<file path="src/rtl/sui_pkg.sv">
// Package for the set union and intersection block: widths, codes, command
// and status structures, and the bit search used by the datapath.
// Depends on nothing.
package sui_pkg;

    localparam int VALUE_W    = 17;
    localparam int MAX_VALUE  = 131071;
    localparam int FUNC_W     = 3;
    localparam int LO_W       = 6;
    localparam int WORD_BITS  = 1 << LO_W;
    localparam int WORD_AW    = VALUE_W - LO_W;
    localparam int WORD_DEPTH = 1 << WORD_AW;
    localparam int RAM_W      = 2 * WORD_BITS;

    typedef enum logic [FUNC_W-1:0] {
        FUNC_INS_A = 3'd0,
        FUNC_INS_B = 3'd1,
        FUNC_UNION = 3'd2,
        FUNC_INTER = 3'd3,
        FUNC_CLEAR = 3'd4
    } t_func;

    typedef enum logic [2:0] {
        RES_NONE,
        RES_ZERO,
        RES_INS,
        RES_END,
        RES_HIT
    } t_res;

    typedef struct packed {
        logic accept;
        logic ins_rd;
        logic ins_wr;
        logic scan_init;
        logic scan_rd;
        logic scan_next;
        logic clr_init;
        logic clr_step;
        t_res res;
        logic out_load;
    } t_dp_cmd;

    typedef struct packed {
        logic is_insert;
        logic is_scan;
        logic is_clear;
        logic ins_ok;
        logic past_end;
        logic hit;
        logic last_word;
        logic out_free;
    } t_dp_sts;

    function automatic logic [LO_W-1:0] f_lowest(input logic [WORD_BITS-1:0] vec);
        logic [LO_W-1:0] idx;
        idx = '0;
        for (int i = WORD_BITS - 1; i >= 0; i--) begin
            if (vec[i]) begin
                idx = LO_W'(i);
            end
        end
        return idx;
    endfunction

endpackage

</file>
<file path="src/rtl/sui_ctrl.sv">
// Controller: state machine that sequences inserts, scans and clearing passes.
// Depends on sui_pkg.
module sui_ctrl import sui_pkg::*; (
    input  logic    i_clk,
    input  logic    i_rst_n,
    input  logic    i_in_valid,
    output logic    o_in_ready,
    input  t_dp_sts i_sts,
    output t_dp_cmd o_cmd
);

    typedef enum logic [3:0] {
        ST_INIT,
        ST_CLR_RST,
        ST_IDLE,
        ST_DISPATCH,
        ST_INS_WR,
        ST_SCAN_RD,
        ST_SCAN_CHK,
        ST_CLR_CMD,
        ST_FIN
    } t_state;

    t_state r_state;
    t_state n_state;

    always_comb begin
        n_state   = r_state;
        o_cmd     = '0;
        o_cmd.res = RES_NONE;
        case (r_state)
            ST_INIT: begin
                o_cmd.clr_init = 1'b1;
                n_state        = ST_CLR_RST;
            end
            ST_CLR_RST: begin
                o_cmd.clr_step = 1'b1;
                if (i_sts.last_word) begin
                    n_state = ST_IDLE;
                end
            end
            ST_IDLE: begin
                if (i_in_valid) begin
                    o_cmd.accept = 1'b1;
                    n_state      = ST_DISPATCH;
                end
            end
            ST_DISPATCH: begin
                if (i_sts.is_insert) begin
                    if (i_sts.ins_ok) begin
                        o_cmd.ins_rd = 1'b1;
                        n_state      = ST_INS_WR;
                    end else begin
                        o_cmd.res = RES_ZERO;
                        n_state   = ST_FIN;
                    end
                end else if (i_sts.is_scan) begin
                    o_cmd.scan_init = 1'b1;
                    if (i_sts.past_end) begin
                        o_cmd.res = RES_END;
                        n_state   = ST_FIN;
                    end else begin
                        n_state = ST_SCAN_RD;
                    end
                end else if (i_sts.is_clear) begin
                    o_cmd.clr_init = 1'b1;
                    n_state        = ST_CLR_CMD;
                end else begin
                    o_cmd.res = RES_ZERO;
                    n_state   = ST_FIN;
                end
            end
            ST_INS_WR: begin
                o_cmd.ins_wr = 1'b1;
                o_cmd.res    = RES_INS;
                n_state      = ST_FIN;
            end
            ST_SCAN_RD: begin
                o_cmd.scan_rd = 1'b1;
                n_state       = ST_SCAN_CHK;
            end
            ST_SCAN_CHK: begin
                if (i_sts.hit) begin
                    o_cmd.res = RES_HIT;
                    n_state   = ST_FIN;
                end else if (i_sts.last_word) begin
                    o_cmd.res = RES_END;
                    n_state   = ST_FIN;
                end else begin
                    o_cmd.scan_next = 1'b1;
                    n_state         = ST_SCAN_RD;
                end
            end
            ST_CLR_CMD: begin
                o_cmd.clr_step = 1'b1;
                if (i_sts.last_word) begin
                    o_cmd.res = RES_ZERO;
                    n_state   = ST_FIN;
                end
            end
            ST_FIN: begin
                if (i_sts.out_free) begin
                    o_cmd.out_load = 1'b1;
                    n_state        = ST_IDLE;
                end
            end
            default: begin
                n_state = ST_INIT;
            end
        endcase
    end

    always_ff @(posedge i_clk) begin
        if (!i_rst_n) begin
            r_state <= ST_INIT;
        end else begin
            r_state <= n_state;
        end
    end

    assign o_in_ready = (r_state == ST_IDLE);

    a_accept_dispatch: assert property (@(posedge i_clk) disable iff (!i_rst_n)
        (i_in_valid && o_in_ready) |=> (r_state == ST_DISPATCH))
        else $error("An accepted item was not dispatched.");

    a_fin_release: assert property (@(posedge i_clk) disable iff (!i_rst_n)
        ((r_state == ST_FIN) && i_sts.out_free) |=> o_in_ready)
        else $error("The controller did not return to idle after delivering a result.");

endmodule
</file>
<file path="config.mk">
export PLATFORM = sky130hd
export DESIGN_NAME = sui_ctrl
export DESIGN_NICKNAME = d
export VERILOG_FILES = /design/src/rtl/sui_pkg.sv /design/src/rtl/sui_ctrl.sv
export SDC_FILE = /design/constraint.sdc
export NUM_CORES = 1
export LEC_CHECK = 0
export BUFFER_PORTS_ARGS = -buffer_cell sky130_fd_sc_hd__buf_2
export CAP_MARGIN = 25
export CORE_AREA = 5 5 42 44
export CTS_CLUSTER_SIZE = 28
export DETAILED_ROUTE_END_ITERATION = 12
export DIE_AREA = 0 0 47 49
export PLACE_DENSITY_LB_ADDON = 0.1
export SETUP_SLACK_MARGIN = 0.3
export SYNTH_ARGS = -nofsm -noshare
export SYNTH_HDL_FRONTEND = slang
export SYNTH_SLANG_ARGS = --single-unit
</file>
<file path="constraint.sdc">
create_clock -name i_clk -period 3.71 [get_ports i_clk]
set_input_delay 0.1855 -clock i_clk [delete_from_list [all_inputs] [get_ports i_clk]]
set_output_delay 0.1855 -clock i_clk [all_outputs]
set_load 0.05 [all_outputs]
</file>
==> impl_metrics.ini, run 1 <==
[critical_path]
critical_path_required_ps = 3520
path_class = register to output pin
cp.arrival_ps = 1840
path_max_fanout = 12
endpoint_kind = output pin
startpoint_type = register

[power]
p_int_uw = 168
p_total_uw = 387
total_leakage_power_nw = 0.294
switching_share = 0.567
powerDensity_mw_per_mm2 = 600
pwr-share-clk = 0.139
power_frac_comb = 0.635
p_sw_uw = 220
p_seq_frac = 0.226
ir_drop_mv = 0.200

[synth]
synth-async-reset-ratio = 0
ys_seq_area_frac = 0.151
synth_edf_count = 0
synth_area_per_cell_um2 = 7.28
synth_top_area_frac = 0.151
syn_nets = 84
ys_ff_latch = 4
synth_cell_types = 34
yosysTopAreaCell = dfxtp_1
syn-cell-area_um2 = 532
ys_warn_count = 0
synth_cells = 73
ys.flop_type = dfxtp_1
synth.area.top_cells = dfxtp_1 (15%), nor3_1 (7.5%), nor2_1 (7.1%), buf_6 (6.4%), nand2b_1 (4.7%)

[timing]
whs_ps = 229
slew_violations = 0
finalSetupTns_ps = 0
final_hold_viol_count = 0
final-setup-viol-count = 0
fin_crit_ps = 2030
finalCritPeriodShare = 0.546
tightest_slew_ps = 447
fmax_ghz = 0.493
rsz0062_at_grt = false
slew_headroom = 0.699
fin_skew_ps = 3.46

[placement]
portBuffers = 23
finalWeightedCongestion = 0.764
placed_area_um2 = 623
hpwl_mm = 1.15

[route]
drt_iter0_drc = 10
wirelength_mm = 1.45
vias = 611
post_drt_wl_per_cell_um = 13.2
drcViolationCount = 0
via_per_inst = 5.55
drt_pass1_iterations = 4
ant_nets = 0

[floorplan]
dieWidth_um = 47
pin_count = 24
die_h_um = 49
core_area_mm2 = 0.00140
row_count = 14
initial_core_util = 0.379
die-area_mm2 = 0.00230

[clock_network]
clk_pin_slew_ps = 40
htreeDepth = 1
postCtsResizedCells = 0
clk_latency_ps = 230
clock-sinks = 4
cts_buffers = 3
cts_buffer_depth = 2
cts_root_buf = clkbuf_4
ctsHoldBuffers = 0
cts_setup_buffers = 0
cts_tree = done

[cells_and_area]
final_area_um2 = 646
diodes = 0
largest_reg_flops = 4
regMostFlops = r_state
layout.nets = 107
synthToLayoutAreaGrowth_pct = 21.4
fin_util = 0.461
drive_above_1_share = 0.372
top_regs = r_state: 4 flops

[status]
status = completed

[run]
maxCapViolations = 0

[grt]
antenna_found_initial = 0
grt_overflow = 0
grt_max_degree = 14
grt_pass1_wl_mm = 2.37
grt_pass1_vias = 577
grt_util_all_layers = 0.135

[hold_path]
hp-class = input port to register
==> worst max-delay path, cell delays in order, from the launching register on <==
cell,delay [ps]
dfxtp_1,550
nand2_1,260
or3_4,440
o21ai_0,70
buf_2,280
==> synthesized netlist by cell type, types with 2 or more instances <==
master    number
a31oi_1        2
buf_2          2
buf_6          3
dfxtp_1        4
inv_1          6
nand2_1        4
nand2b_1       4
nand2b_2       2
nor2_1        10
nor2b_1        2
nor3_1         8
o21ai_0        4
==> cell type report <==
class | count | area, um2
Fill cell | 156 | 756
Multi-Input combinational cell | 58 | 385
Timing Repair Buffer | 23 | 115
Sequential cell | 4 | 80.1
Clock buffer | 3 | 22.5
Inverter | 6 | 22.5
Tap cell | 16 | 20.0
==> final timing paths <==
path                                 start          to  slack [ps]  depth (start not counted)
worst max-delay path            r_state[0]    o_cmd[1]        1680                          4
worst min-delay path               i_rst_n  r_state[1]         230                          2
worst max register to register  r_state[0]  r_state[1]        2050                          4
worst min register to register  r_state[3]  r_state[3]         710                          2
==> per-layer routing <==
metal	global-route usage	wire [um]
met3	0.0369	84
met2	0.204	688
met5	0	0
met1	0.181	661
met4	0.0415	14
==> logic make-up after synthesis <==
group | Yosys count | synth area share
AND/OR/NAND/NOR | 39 | 0.424
XOR/XNOR | 1 | 0.0165
flip-flops | 4 | 0.151
AO/OA/AOI/OAI | 18 | 0.285
buffers and inverters | 11 | 0.125
==> power groups by stage <==
stage	registers, mW	clock network (mW)	logic [mW]
floorplan	0.0608	0	0.228
global placement	0.0860	0	0.249
CTS	0.0869	0.0551	0.249
finish	0.0876	0.0538	0.246
global route	0.0906	0.0599	0.264
detailed placement	0.0872	0	0.248
==> per-stage QoR <==
stage               setup slack, ps  std cells
floorplan                      1030         73
global placement               1940        107
detailed placement             1940        107
CTS                            1680        110
global route                   1590        110
finish                         1680        110
==> layout by cell type (no fill, tap or decap), types with 2 or more instances in the layout <==
cell	n
a31oi_1	2
buf_2	23
clkbuf_4	3
dfxtp_1	4
inv_1	6
nand2_1	4
nand2b_1	4
nand2b_2	2
nor2_1	10
nor2b_1	2
nor3_1	8
o21ai_0	4
Note: power is estimated with default switching activity, not from simulation.
==> run 2, diff against run 1 <==
Settings changed: ABC_AREA set to 1.
Clock period 3.71 ns to 2.1 ns, I/O delays scaled along.
==> run 2 against run 1 <==
Against the previous run:
- synthesized cell count is 27% higher
- first-iteration DRC count is 30% lower
- largest cell class unchanged
- clock skew up 1.5 ps
- total power is 77% higher
- global-route usage fell by 1.9 points
- critical path depth is 1 higher
- count of clock-buffer cells in the layout did not move
==> impl_metrics.ini, run 2 <==
[critical_path]
path_class = register to output pin
endpoint_kind = output pin
slowest_delay_ps = 350
cp_num_buf_inv = 1
critPathSlowestCell = dfxtp_1
cp.arrival_ps = 1550
crit_family = simple AND/OR/NAND/NOR gates
critical_path_required_ps = 2000
path_max_fanout = 5
path_cells = nor2_2 -> nand2_2 -> or2_1 -> o21ai_0 -> buf_2
startpoint_type = register

[synth]
synth_edf_count = 0
ys_seq_area_frac = 0.168
synth_top_family_by_area = simple AND/OR/NAND/NOR gates
synth_xor_area_frac = 0
synth-async-reset-ratio = 0
syn_nets = 104
ys_ff_latch = 4
synth_cell_types = 17
synth-compound-area-share = 0.0947
synth_top_area_frac = 0.237
yosysTopAreaCell = nand2_1
synth_cells = 93
synth.most_common_cell = nand2_1
synth_common_cells = nand2_1 (30), inv_1 (22), nand3_1 (9), nor2_1 (9), dfxtp_1 (4)
syn-cell-area_um2 = 475
muxShareOfSynthArea = 0
synth_area_per_cell_um2 = 5.11
ys_warn_count = 0
ys.flop_type = dfxtp_1
synth.area.top_cells = nand2_1 (24%), inv_1 (17%), dfxtp_1 (17%), nand3_1 (9.5%), nor2_1 (7.1%)
synth-simple-area-share = 0.547
synthAdderAreaFrac = 0

[route]
drt_pass1_iterations = 5
wirelength_mm = 1.24
drcViolationCount = 0
drt_iter0_drc = 7
post_drt_wl_per_cell_um = 9.16
ant_nets = 0
vias = 610
via_per_inst = 4.52

[grt]
grt_max_degree = 7
antenna_found_initial = 0
grt_util_all_layers = 0.115
grt_overflow = 0
grt_pass1_vias = 492
grt_pass1_wl_mm = 2.04

[floorplan]
dieWidth_um = 47
row_count = 14
core_area_mm2 = 0.00140
die_h_um = 49
pin_count = 24
initial_core_util = 0.339
die-area_mm2 = 0.00230

[clock_network]
cts_tree = done
postCtsResizedCells = 0
ctsHoldBuffers = 0
clock-sinks = 4
htreeDepth = 1
clk_pin_slew_ps = 40
cts_buffers = 3
cts_root_buf = clkbuf_4
cts_buffer_depth = 2
clk_latency_ps = 230
cts_setup_buffers = 0

[timing]
final_hold_viol_count = 0
tightest_slew_ps = 245
fmax_ghz = 0.605
slew_headroom = 0.836
rsz0062_at_grt = false
final-setup-viol-count = 0
fin_skew_ps = 4.93
finalSetupTns_ps = 0
fin_ws_ps = 447
fin_crit_ps = 1650
whs_ps = 84.5
finalCritPeriodShare = 0.787
slew_violations = 0

[cells_and_area]
synthToLayoutAreaGrowth_pct = 34.5
final_area_um2 = 639
stdcell_count = 135
diodes = 0
fin_util = 0.456
top_regs = r_state: 4 flops
layout.nets = 132
layout_commonest_cell = nand2_1
largest_reg_flops = 4
drive_above_1_share = 0.311
regMostFlops = r_state
layout_common_cells = nand2_1 (30), buf_2 (23), inv_1 (22), nor2_1 (9), nand3_1 (9)

[hold_path]
hp-class = input port to register

[status]
status = completed

[placement]
portBuffers = 23
pre_cts_ws_ps = 694
hpwl_mm = 1.09
placed_area_um2 = 617
dpl.cell_count = 132
finalWeightedCongestion = 0.829

[power]
total_leakage_power_nw = 0.442
powerDensity_mw_per_mm2 = 1080
p_total_uw = 687
ir_drop_mv = 0.595

[run]
maxCapViolations = 0
-- run 2: power breakdown --
group / internal (mW) / total (mW) / leakage [nW] / switching (mW)
Sequential: 0.0975 / 0.124 / 0.0328 / 0.0260
Combinational: 0.125 / 0.471 / 0.396 / 0.346
Clock: 0.0638 / 0.0932 / 0.0138 / 0.0294
-- run 2: final cells by class --
class | count | area (um2)
Inverter | 24 | 90.1
Fill cell | 160 | 762
Clock buffer | 3 | 22.5
Tap cell | 16 | 20.0
Timing Repair Buffer | 23 | 115
Multi-Input combinational cell | 65 | 312
Sequential cell | 4 | 80.1
-- run 2: metal layers --
metal / part of all wire / routed length (um) / GRT usage
met3: 0.077 / 95 / 0
met5: 0 / 0 / 0
met4: 0.014 / 17 / 0.0553
met1: 0.46 / 575 / 0.167
met2: 0.44 / 548 / 0.172
-- run 2: worst paths after layout --
check	end	cells after the start	slack [ps]	start
setup reg to reg	r_state[1]	6	840	r_state[3]
hold / removal	r_state[2]	3	80	i_rst_n
setup / recovery	o_cmd[5]	5	450	r_state[3]
hold reg to reg	r_state[1]	2	540	r_state[1]
-- run 2: worst register-to-register path, cell delays in order (launching register included) --
cell and delay [ps]:
dfxtp_1 350, nor2_2 230, nand2_2 130, or2_1 250, nand3_2 80, nand2_2 50
a21oi_2 100
-- run 2: cell families (layout without fill, tap and decap cells) --
group           Yosys count  in the layout
compound gates            7              7
buf+inv                  24             50
flops                     4              4
simple gates             58             58
